`config.mk`:
```
export PLATFORM = sky130hd
export DESIGN_NAME = board_observation_scorer_core
export DESIGN_NICKNAME = d
export VERILOG_FILES = /design/src/rtl/bos_pkg.sv /design/src/rtl/board_observation_scorer_core.sv /design/src/rtl/bos_label_stage.sv /design/src/rtl/bos_accum.sv
export SDC_FILE = /design/constraint.sdc
export NUM_CORES = 1
export LEC_CHECK = 0
export ABC_AREA = 0
export CAP_MARGIN = 10
export CORE_MARGIN = 2
export CORE_UTILIZATION = 50
export DETAILED_ROUTE_END_ITERATION = 10
export DONT_BUFFER_PORTS = 1
export GPL_ROUTABILITY_DRIVEN = 1
export PLACE_DENSITY = 0.74
export SLEW_MARGIN = 5
export SYNTH_ARGS = -nofsm -noshare
export SYNTH_HDL_FRONTEND = slang
export SYNTH_SLANG_ARGS = --single-unit
```
`constraint.sdc`:
```
create_clock -name i_clk -period 18.95 [get_ports i_clk]
set_input_delay 2.8425 -clock i_clk [delete_from_list [all_inputs] [get_ports i_clk]]
set_output_delay 2.8425 -clock i_clk [all_outputs]
set_load 0.05 [all_outputs]
```
`src/rtl/bos_pkg.sv`:
```
`default_nettype none

package bos_pkg;

    localparam int LANE_W      = 16;
    localparam int DELTA_W     = 17;
    localparam int OBS_W       = 24;
    localparam int TOT_W       = 48;
    localparam int BASE_W      = TOT_W + 1;
    localparam int LN_W        = 11;
    localparam int LABEL_W     = 4;
    localparam int LABEL_SLOTS = 16;
    localparam int COUNT_W     = 9;
    localparam int COUNT_LIMIT = 511;
    localparam int PEN_W       = 16;

    localparam logic [PEN_W-1:0] PENALTY_RESET = 16'd5120;
    localparam longint unsigned LN2_Q28 = 64'd186065280;

    typedef struct packed {
        logic                      last;
        logic signed [DELTA_W-1:0] delta;
        logic signed [BASE_W-1:0]  base;
    } t_b_word;

    // Natural logarithm in Q3.8, rounded to nearest, for n of one or more.
    function automatic logic [LN_W-1:0] ln_q8(input int unsigned n);
        int unsigned     k;
        int unsigned     i;
        longint unsigned nn;
        longint unsigned x;
        longint unsigned frac;
        longint unsigned l;
        longint unsigned p;
        nn = 64'(n);
        k = 0;
        for (i = 1; i <= 20; i++) begin
            if ((nn >> i) != 64'd0) begin
                k = i;
            end
        end
        x = (nn << 30) >> k;
        frac = 64'd0;
        for (i = 0; i < 30; i++) begin
            x = (x * x) >> 30;
            frac = frac << 1;
            if (x >= (64'd1 << 31)) begin
                frac = frac | 64'd1;
                x = x >> 1;
            end
        end
        l = (64'(k) << 30) | frac;
        p = l * LN2_Q28;
        return LN_W'((p + (64'd1 << 49)) >> 50);
    endfunction

endpackage

`default_nettype wire

```
`src/rtl/board_observation_scorer_core.sv`:
```
// Board observation scorer: scores one candidate board, one square per input word.
// Input channel (i_in_valid / o_in_stall): a word is taken at a rising edge with
// i_in_valid high and o_in_stall low. Each word carries the thirteen label costs, the
// candidate and parent labels of one square, and on the final square also the self-loop
// flag, the parent score and the parent's child count.
// Output channel (o_out_valid / i_out_stall): one word per board, holding the saturated
// total score and the observation sum; it is taken when o_out_valid is high and
// i_out_stall is low.
// Configuration channel (i_cfg_valid / o_cfg_ready, always ready): writes the Q8.8 move
// penalty; the user must write it only while no board is in progress (not enforced).
// Throughput is one square per cycle while o_in_stall stays low. The result word passes
// through the three register stages (input, label search with logarithm lookup,
// accumulator).
// Reset empties the pipeline, clears the running sum and sets the move penalty to 20.0.
// While the receiver stalls, the result word is held; further squares are still taken
// until the next final square reaches the accumulator, after which o_in_stall rises.
`default_nettype none

module board_observation_scorer_core #(
    parameter int LABEL_COUNT  = 13,
    parameter int COST_BITS    = 16,
    parameter int MAX_CHILDREN = 256
) (
    input  wire logic                              i_clk,
    input  wire logic                              i_rst_n,
    input  wire logic                              i_in_valid,
    output logic                                   o_in_stall,
    input  wire logic [63:0]                       i_costs_low,
    input  wire logic [63:0]                       i_costs_mid,
    input  wire logic [63:0]                       i_costs_high,
    input  wire logic signed [15:0]                i_cost_twelve,
    input  wire logic [3:0]                        i_square_label,
    input  wire logic [3:0]                        i_parent_label,
    input  wire logic                              i_last_square,
    input  wire logic                              i_self_loop,
    input  wire logic signed [47:0]                i_parent_score,
    input  wire logic [8:0]                        i_sibling_count,
    output logic                                   o_out_valid,
    input  wire logic                              i_out_stall,
    output logic signed [47:0]                     o_total_score,
    output logic signed [23:0]                     o_observation_score,
    input  wire logic                              i_cfg_valid,
    output logic                                   o_cfg_ready,
    input  wire logic [15:0]                       i_cfg_data
);

    logic                               r_a_valid;
    logic [63:0]                        r_a_costs_low;
    logic [63:0]                        r_a_costs_mid;
    logic [63:0]                        r_a_costs_high;
    logic signed [15:0]                 r_a_cost_twelve;
    logic [3:0]                         r_a_square_label;
    logic [3:0]                         r_a_parent_label;
    logic                               r_a_last;
    logic                               r_a_self_loop;
    logic signed [47:0]                 r_a_parent_score;
    logic [8:0]                         r_a_sibling_count;
    logic [bos_pkg::PEN_W-1:0]          r_move_penalty;
    logic                               b_free;
    logic                               b_valid;
    bos_pkg::t_b_word                   b_word;
    logic                               c_take;
    logic                               in_accept;

    assign o_cfg_ready = 1'b1;
    assign o_in_stall  = r_a_valid && !b_free;
    assign in_accept   = i_in_valid && !o_in_stall;

    always_ff @(posedge i_clk) begin
        if (!i_rst_n) begin
            r_move_penalty <= bos_pkg::PENALTY_RESET;
        end else if (i_cfg_valid && o_cfg_ready) begin
            r_move_penalty <= i_cfg_data;
        end
    end

    always_ff @(posedge i_clk) begin
        if (!i_rst_n) begin
            r_a_valid <= 1'b0;
        end else if (in_accept) begin
            r_a_valid <= 1'b1;
        end else if (b_free) begin
            r_a_valid <= 1'b0;
        end
    end

    always_ff @(posedge i_clk) begin
        if (in_accept) begin
            r_a_costs_low     <= i_costs_low;
            r_a_costs_mid     <= i_costs_mid;
            r_a_costs_high    <= i_costs_high;
            r_a_cost_twelve   <= i_cost_twelve;
            r_a_square_label  <= i_square_label;
            r_a_parent_label  <= i_parent_label;
            r_a_last          <= i_last_square;
            r_a_self_loop     <= i_self_loop;
            r_a_parent_score  <= i_parent_score;
            r_a_sibling_count <= i_sibling_count;
        end
    end

    bos_label_stage #(
        .LABEL_COUNT  (LABEL_COUNT),
        .COST_BITS    (COST_BITS),
        .MAX_CHILDREN (MAX_CHILDREN)
    ) u_label_stage (
        .i_clk           (i_clk),
        .i_rst_n         (i_rst_n),
        .i_valid         (r_a_valid),
        .i_costs_low     (r_a_costs_low),
        .i_costs_mid     (r_a_costs_mid),
        .i_costs_high    (r_a_costs_high),
        .i_cost_twelve   (r_a_cost_twelve),
        .i_square_label  (r_a_square_label),
        .i_parent_label  (r_a_parent_label),
        .i_last_square   (r_a_last),
        .i_self_loop     (r_a_self_loop),
        .i_parent_score  (r_a_parent_score),
        .i_sibling_count (r_a_sibling_count),
        .i_move_penalty  (r_move_penalty),
        .i_take          (c_take),
        .o_free          (b_free),
        .o_valid         (b_valid),
        .o_word          (b_word)
    );

    bos_accum u_accum (
        .i_clk               (i_clk),
        .i_rst_n             (i_rst_n),
        .i_valid             (b_valid),
        .i_word              (b_word),
        .o_take              (c_take),
        .i_out_stall         (i_out_stall),
        .o_out_valid         (o_out_valid),
        .o_total_score       (o_total_score),
        .o_observation_score (o_observation_score)
    );

endmodule

`default_nettype wire

```
`src/rtl/bos_label_stage.sv`:
```
`default_nettype none

module bos_label_stage #(
    parameter int LABEL_COUNT  = 13,
    parameter int COST_BITS    = 16,
    parameter int MAX_CHILDREN = 256
) (
    input  wire logic                                i_clk,
    input  wire logic                                i_rst_n,
    input  wire logic                                i_valid,
    input  wire logic [63:0]                         i_costs_low,
    input  wire logic [63:0]                         i_costs_mid,
    input  wire logic [63:0]                         i_costs_high,
    input  wire logic signed [bos_pkg::LANE_W-1:0]   i_cost_twelve,
    input  wire logic [bos_pkg::LABEL_W-1:0]         i_square_label,
    input  wire logic [bos_pkg::LABEL_W-1:0]         i_parent_label,
    input  wire logic                                i_last_square,
    input  wire logic                                i_self_loop,
    input  wire logic signed [bos_pkg::TOT_W-1:0]    i_parent_score,
    input  wire logic [bos_pkg::COUNT_W-1:0]         i_sibling_count,
    input  wire logic [bos_pkg::PEN_W-1:0]           i_move_penalty,
    input  wire logic                                i_take,
    output logic                                     o_free,
    output logic                                     o_valid,
    output bos_pkg::t_b_word                         o_word
);

    localparam int CW      = (COST_BITS < bos_pkg::LANE_W) ? COST_BITS : bos_pkg::LANE_W;
    localparam int TBL     = (MAX_CHILDREN < bos_pkg::COUNT_LIMIT) ? MAX_CHILDREN
                                                                   : bos_pkg::COUNT_LIMIT;
    localparam int IDX_W   = $clog2(TBL);
    localparam int CNT_W   = bos_pkg::COUNT_W;
    localparam int LBL_W   = bos_pkg::LABEL_W;
    localparam int SLOTS   = bos_pkg::LABEL_SLOTS;
    localparam int DW      = bos_pkg::DELTA_W;
    localparam int BW      = bos_pkg::BASE_W;
    localparam int LW      = bos_pkg::LN_W;
    localparam int PW      = bos_pkg::PEN_W;
    localparam int TW      = bos_pkg::TOT_W;
    localparam int LANE    = bos_pkg::LANE_W;

    typedef struct packed {
        logic                 ok;
        logic signed [CW-1:0] cost;
        logic [LBL_W-1:0]     label;
    } t_node;

    function automatic t_node pick(input t_node a, input t_node b);
        if (b.ok && (!a.ok || ($signed(b.cost) < $signed(a.cost)))) begin
            return b;
        end
        return a;
    endfunction

    logic [LANE-1:0]      lane [SLOTS];
    logic signed [CW-1:0] cost [SLOTS];
    logic                 label_ok [SLOTS];
    t_node                lvl0 [16];
    t_node                lvl1 [8];
    t_node                lvl2 [4];
    t_node                lvl3 [2];
    t_node                best;
    logic signed [CW-1:0] cand_cost;
    logic signed [DW-1:0] cand_ext;
    logic                 twice;
    logic [LW-1:0]        ln_rom [TBL];
    logic [CNT_W-1:0]     cnt;
    logic [CNT_W-1:0]     cnt_m1;
    logic [LW-1:0]        ln_val;
    logic [PW-1:0]        pen;
    bos_pkg::t_b_word     n_word;
    logic                 r_valid;
    bos_pkg::t_b_word     r_word;

    for (genvar g = 0; g < TBL; g++) begin : g_ln_rom
        assign ln_rom[g] = bos_pkg::ln_q8(32'(g + 1));
    end

    always_comb begin
        for (int l = 0; l < 4; l++) begin
            lane[l]     = i_costs_low[LANE*l +: LANE];
            lane[l + 4] = i_costs_mid[LANE*l +: LANE];
            lane[l + 8] = i_costs_high[LANE*l +: LANE];
        end
        lane[12] = LANE'(i_cost_twelve);
        for (int l = 13; l < SLOTS; l++) begin
            lane[l] = '0;
        end
        for (int l = 0; l < SLOTS; l++) begin
            cost[l]        = lane[l][CW-1:0];
            label_ok[l]    = (l < LABEL_COUNT);
            lvl0[l].ok     = label_ok[l];
            lvl0[l].cost   = cost[l];
            lvl0[l].label  = LBL_W'(l);
        end
        for (int j = 0; j < 8; j++) begin
            lvl1[j] = pick(lvl0[2*j], lvl0[2*j + 1]);
        end
        for (int j = 0; j < 4; j++) begin
            lvl2[j] = pick(lvl1[2*j], lvl1[2*j + 1]);
        end
        for (int j = 0; j < 2; j++) begin
            lvl3[j] = pick(lvl2[2*j], lvl2[2*j + 1]);
        end
        best = pick(lvl3[0], lvl3[1]);

        cand_cost = cost[i_square_label];
        cand_ext  = {{(DW - CW){cand_cost[CW-1]}}, cand_cost};
        twice     = (i_square_label != i_parent_label) || (i_square_label != best.label);

        cnt = i_sibling_count;
        if (cnt == '0) begin
            cnt = CNT_W'(1);
        end else if (cnt > CNT_W'(TBL)) begin
            cnt = CNT_W'(TBL);
        end
        cnt_m1 = cnt - CNT_W'(1);
        ln_val = ln_rom[cnt_m1[IDX_W-1:0]];
        pen    = i_self_loop ? '0 : i_move_penalty;

        n_word.last = i_last_square;
        if (!label_ok[i_square_label]) begin
            n_word.delta = '0;
        end else if (twice) begin
            n_word.delta = cand_ext + cand_ext;
        end else begin
            n_word.delta = cand_ext;
        end
        n_word.base = {i_parent_score[TW-1], i_parent_score}
                    + {{(BW - LW){1'b0}}, ln_val}
                    + {{(BW - PW){1'b0}}, pen};
    end

    assign o_free  = !r_valid || i_take;
    assign o_valid = r_valid;
    assign o_word  = r_word;

    always_ff @(posedge i_clk) begin
        if (!i_rst_n) begin
            r_valid <= 1'b0;
        end else if (o_free) begin
            r_valid <= i_valid;
        end
    end

    always_ff @(posedge i_clk) begin
        if (o_free && i_valid) begin
            r_word <= n_word;
        end
    end

endmodule

`default_nettype wire

```
`src/rtl/bos_accum.sv`:
```
`default_nettype none

module bos_accum (
    input  wire logic                              i_clk,
    input  wire logic                              i_rst_n,
    input  wire logic                              i_valid,
    input  wire bos_pkg::t_b_word                  i_word,
    output logic                                   o_take,
    input  wire logic                              i_out_stall,
    output logic                                   o_out_valid,
    output logic signed [bos_pkg::TOT_W-1:0]       o_total_score,
    output logic signed [bos_pkg::OBS_W-1:0]       o_observation_score
);

    localparam int OW = bos_pkg::OBS_W;
    localparam int DW = bos_pkg::DELTA_W;
    localparam int BW = bos_pkg::BASE_W;
    localparam int TW = bos_pkg::TOT_W;

    logic                 out_free;
    logic signed [OW:0]   sum_ext;
    logic signed [OW-1:0] n_obs;
    logic signed [BW:0]   total_ext;
    logic signed [TW-1:0] n_total;
    logic signed [OW-1:0] r_sum;
    logic                 r_out_valid;
    logic signed [TW-1:0] r_total;
    logic signed [OW-1:0] r_obs;

    assign out_free = !r_out_valid || !i_out_stall;
    assign o_take   = i_valid && (!i_word.last || out_free);

    always_comb begin
        sum_ext = {r_sum[OW-1], r_sum} + {{(OW + 1 - DW){i_word.delta[DW-1]}}, i_word.delta};
        if (sum_ext[OW] != sum_ext[OW-1]) begin
            n_obs = {sum_ext[OW], {(OW - 1){!sum_ext[OW]}}};
        end else begin
            n_obs = sum_ext[OW-1:0];
        end

        total_ext = {{(BW + 1 - OW){n_obs[OW-1]}}, n_obs} + {i_word.base[BW-1], i_word.base};
        if ((total_ext[BW] != total_ext[BW-1]) || (total_ext[BW-1] != total_ext[TW-1])) begin
            n_total = {total_ext[BW], {(TW - 1){!total_ext[BW]}}};
        end else begin
            n_total = total_ext[TW-1:0];
        end
    end

    always_ff @(posedge i_clk) begin
        if (!i_rst_n) begin
            r_sum <= '0;
        end else if (o_take) begin
            r_sum <= i_word.last ? '0 : n_obs;
        end
    end

    always_ff @(posedge i_clk) begin
        if (!i_rst_n) begin
            r_out_valid <= 1'b0;
        end else if (out_free) begin
            r_out_valid <= o_take && i_word.last;
        end
    end

    always_ff @(posedge i_clk) begin
        if (o_take && i_word.last) begin
            r_total <= n_total;
            r_obs   <= n_obs;
        end
    end

    assign o_out_valid         = r_out_valid;
    assign o_total_score       = r_total;
    assign o_observation_score = r_obs;

`ifndef NO_ASSERTIONS
    a_sum_cleared: assert property (@(posedge i_clk) disable iff (!i_rst_n)
        (o_take && i_word.last) |=> (r_sum == '0))
        else $error("Running sum was not cleared after the final square.");

    a_result_from_last: assert property (@(posedge i_clk) disable iff (!i_rst_n)
        $rose(r_out_valid) |-> $past(o_take && i_word.last))
        else $error("Result word appeared without a final square.");

    a_square_never_waits: assert property (@(posedge i_clk) disable iff (!i_rst_n)
        (i_valid && !i_word.last) |-> o_take)
        else $error("A square that is not final was held back.");
`endif

endmodule

`default_nettype wire

```
==> out/qor.txt <==
Core area: 61480 µm²
Via count of the first global-routing pass: 23080
Net total in the final layout: 3566
Unrepaired setup endpoints after global routing: no
Critical Setup Path Class: reg -> reg
Share of the clock period used by the worst path after layout: 63.65%
Sequential cell area: 13290 µm²
Total length of routed wires: 89.72 mm
Area contributors post-synth: sky130_fd_sc_hd__edfxtp_1 (40%), sky130_fd_sc_hd__ha_1 (12%), sky130_fd_sc_hd__a21oi_1 (4.5%)
Number of synthesized flops with an enable pin: 414
GR Overflow Total: 0
Count of cell types in the netlist: 90
Maximum level of the CTS H-tree: 2
Vertical extent of the die: 252.8 µm
Pins over their slew limit: 0
Largest fanout on the critical path: 33
Largest stage delay on the critical path: 0.94 ns
Per-cell routed wire length: 23.50 µm
Startpoint Class: flip-flop
WP data arrival: 12.40 ns
Clock insertion delay at the later pin of the skew report: 0.62 ns
TritonCTS clock tree: built
Normalized max-slew margin: 18.62%
Multi-input logic area: 16450 µm²
Total via count after detailed routing: 24080
Global-route total usage across every layer: 27.31%
Number of placement rows: 91
Commonest cells post-synth: sky130_fd_sc_hd__edfxtp_1 (414), sky130_fd_sc_hd__ha_1 (288), sky130_fd_sc_hd__a21oi_1 (280), sky130_fd_sc_hd__nand2_1 (220), sky130_fd_sc_hd__nor2_1 (212)
Hold Fails Final Rpt: 0
I/O pin cnt: 371
Share of layout cells above drive strength 1: 7.483%
First-pass GRT wire length: 134.7 mm
Number of standard cells after synthesis: 3010
Required @ worst endpoint: 19.29 ns
Vias per Instance: 6.306
Most repeated cell in the gate-level netlist after synthesis: sky130_fd_sc_hd__edfxtp_1
DRC errors left: 0
Maximum number of pins on one net before global-route repair: 74
Max-cap viol count: 0
CP max stage cell: sky130_fd_sc_hd__nor2_2
Clk_skew: 0.02173 ns
Detail Placement HPWL: 69.07 mm
Total Neg Setup Slack: 0 ns
Input/output buffers: 0
Crit. End Element: flip-flop
Synth Net Count: 3608
Sequential fraction of the synthesis area: 42.96%
Outcome: finished, final reports clean
Sink Count: 457
Initial core utilization: 50.33%
Post-CTS setup-driven buffer insertion count: 0
Power density over cell area: 136.4 nW/µm²
Width of the die: 252.8 µm
Final-layout fill cell count: 5260
Count of warnings emitted by yosys: 0
Upper clock frequency limit: 0.08291 GHz
Path class of the lowest-slack min-delay path: reg -> reg
Top FF cell, synth: sky130_fd_sc_hd__edfxtp_1
Total standard cell area after synthesis: 30940 µm²
Library cell occupying the most area in the post-synthesis netlist: sky130_fd_sc_hd__edfxtp_1
Longest Clk Path Bufs: 3
Placer Congestion: 0.9668
Post-synth top area share: 40.18%
Clock edge transition at the registers on the reported setup and hold paths: 0.06 ns
Total Die Area: 63890 µm²
Maximum vdd ir drop: 0.1180 mV
Initial DRC Count: 2226
Total Power: 4.566 mW
Lkg Pwr: 13.62 nW
Antenna Nets Post-Route: 0
Area growth from synthesis to layout: 8.156%
Setup violations, final: 0
Root Buffer: sky130_fd_sc_hd__clkbuf_16
Hold buffer count at CTS: 0
Count of TritonRoute iterations in the first routing pass: 6
Number of resized instances in the post-cts repair step: 0
Clock period minus final worst setup slack: 12.06 ns
Number of CTS-inserted buffers: 50
Post-synthesis area per instance: 10.28 µm²
Fraction of registers with async set or reset after synthesis: 0%
Transition at the pin with the smallest max-transition slack: 1.219 ns
Number of antenna violations at the first check in global routing: 29
Count of state elements after synthesis: 457
final cells by class:
| class | instances | area share, % |
|---|---|---|
| multi-input cells | 2216 | 49.17 |
| flip-flops and latches | 457 | 39.72 |
| clock buffers | 58 | 3.828 |
| well taps | 790 | 2.954 |
| inverters | 204 | 2.288 |
| clock inverters | 33 | 1.009 |
| repair buffers | 39 | 0.8749 |
| diodes | 21 | 0.1570 |
routing by layer:
layer  part of all wire (%)  vias to the layer above  GRT usage [%]
met2                     46                     1019          43.39
met4                    3.1                       14          9.366
met5                  0.096                        -              0
met1                     42                    11620          37.02
met3                    8.9                      173          5.901
li1                       -                    11250              -
path summary, 6_finish.rpt:
kind | startpoint | endpoint | slack [ns] | cells past startpoint
setup reg to reg | r_a_costs_low[63] | u_label_stage.o_word[59] | 6.89 | 47
hold / removal | r_a_last | u_label_stage.o_word[66] | 0.43 | 0
hold reg to reg | r_a_last | u_label_stage.o_word[66] | 0.43 | 0
setup / recovery | r_a_costs_low[63] | u_label_stage.o_word[59] | 6.89 | 47
cells by family (layout without fill, tap and decap cells):
group                    count (synthesis)  after routing  share of synthesized area, %
AO/OA/AOI/OAI                          884            884                         18.34
other                                    1             22                       0.01212
buffers and inverters                  337            334                         4.149
XOR/XNOR                               121            121                         3.449
AND/OR/NAND/NOR                        759            759                         11.72
flip-flops                             457            457                         42.96
adder cells (fa/ha/maj)                302            302                         12.55
multiplexers                           149            149                         6.814
flip-flops by register name, summed over array words and instances, names as in the netlist, 4 cells and up:
| signal | flops |
|---|---|
| u_accum.o_observation_score | 24 |
| r_a_sibling_count | 9 |
| r_a_costs_mid | 64 |
| u_accum.o_total_score | 48 |
| r_a_square_label | 4 |
| r_a_parent_score | 48 |
| r_a_costs_high | 64 |
| r_a_cost_twelve | 16 |
| u_label_stage.o_word | 67 |
| r_a_parent_label | 4 |
| r_a_costs_low | 64 |
| u_accum.r_sum | 24 |
| r_move_penalty | 16 |
worst max-delay path, delay by kind of cell, from the launching register on:
kind / cells / cell delay [ns]
AOI/OAI and AO/OA: 21 / 4.23
DFF: 1 / 0.43
and+or+nand+nor: 13 / 3.06
muxes: 4 / 1.17
adders and majority gates: 4 / 1.29
xor gates and xnor gates: 2 / 0.84
buffers and inverters: 3 / 0.73
per-stage QoR:
stage,setup WS (ns),area [µm²],util [%],instances,hold slack (ns)
floorplan,2.617,30940,-,3010,0.4003
global placement,7.429,31790,51.71,3706,0.4183
detailed placement,7.198,31790,51.71,3706,0.4186
CTS,7.135,33410,54.34,3797,0.4292
global route,5.986,33440,54.39,3807,0.4335
finish,6.889,33470,54.43,3818,0.4272
cell usage in the layout (no fill, tap or decap), types with 10 or more instances in the layout:
cell                          n
sky130_fd_sc_hd__a21boi_0    12
sky130_fd_sc_hd__mux2i_1     97
sky130_fd_sc_hd__nor2b_1     50
sky130_fd_sc_hd__clkbuf_16   50
sky130_fd_sc_hd__a211oi_1    31
sky130_fd_sc_hd__nand2_1    220
sky130_fd_sc_hd__dfxtp_1     43
sky130_fd_sc_hd__a221oi_1    24
sky130_fd_sc_hd__or2_2       13
sky130_fd_sc_hd__o21a_1      17
sky130_fd_sc_hd__o21bai_1    23
sky130_fd_sc_hd__o22ai_1     12
sky130_fd_sc_hd__a31oi_1     20
sky130_fd_sc_hd__or3_1       13
sky130_fd_sc_hd__nand4_1     28
sky130_fd_sc_hd__nand3_1     54
sky130_fd_sc_hd__a21o_1      74
sky130_fd_sc_hd__buf_4       39
sky130_fd_sc_hd__a221o_1     11
sky130_fd_sc_hd__inv_1      201
sky130_fd_sc_hd__o211ai_1    31
sky130_fd_sc_hd__and2_1      19
sky130_fd_sc_hd__o21ai_1     21
sky130_fd_sc_hd__o31ai_1     13
sky130_fd_sc_hd__edfxtp_1   414
sky130_fd_sc_hd__nor3_1      49
sky130_fd_sc_hd__a31o_2      15
sky130_fd_sc_hd__diode_2     21
sky130_fd_sc_hd__xnor2_1     73
sky130_fd_sc_hd__mux4_2      48
sky130_fd_sc_hd__nand2b_1    27
sky130_fd_sc_hd__o21ai_0    194
sky130_fd_sc_hd__ha_1       288
sky130_fd_sc_hd__fa_1        14
sky130_fd_sc_hd__a21oi_1    280
sky130_fd_sc_hd__xor2_1      42
sky130_fd_sc_hd__and3_1      24
sky130_fd_sc_hd__o221ai_1    10
sky130_fd_sc_hd__nor2_1     209
power by group:
group / total [mW] / switching, mW / internal [mW]
sequential: 1.29 / 0.0792 / 1.21
clock: 0.970 / 0.425 / 0.545
combinational: 2.30 / 1.43 / 0.875
total: 4.57 / 1.93 / 2.63
Note: power is estimated with default switching activity, not from simulation.
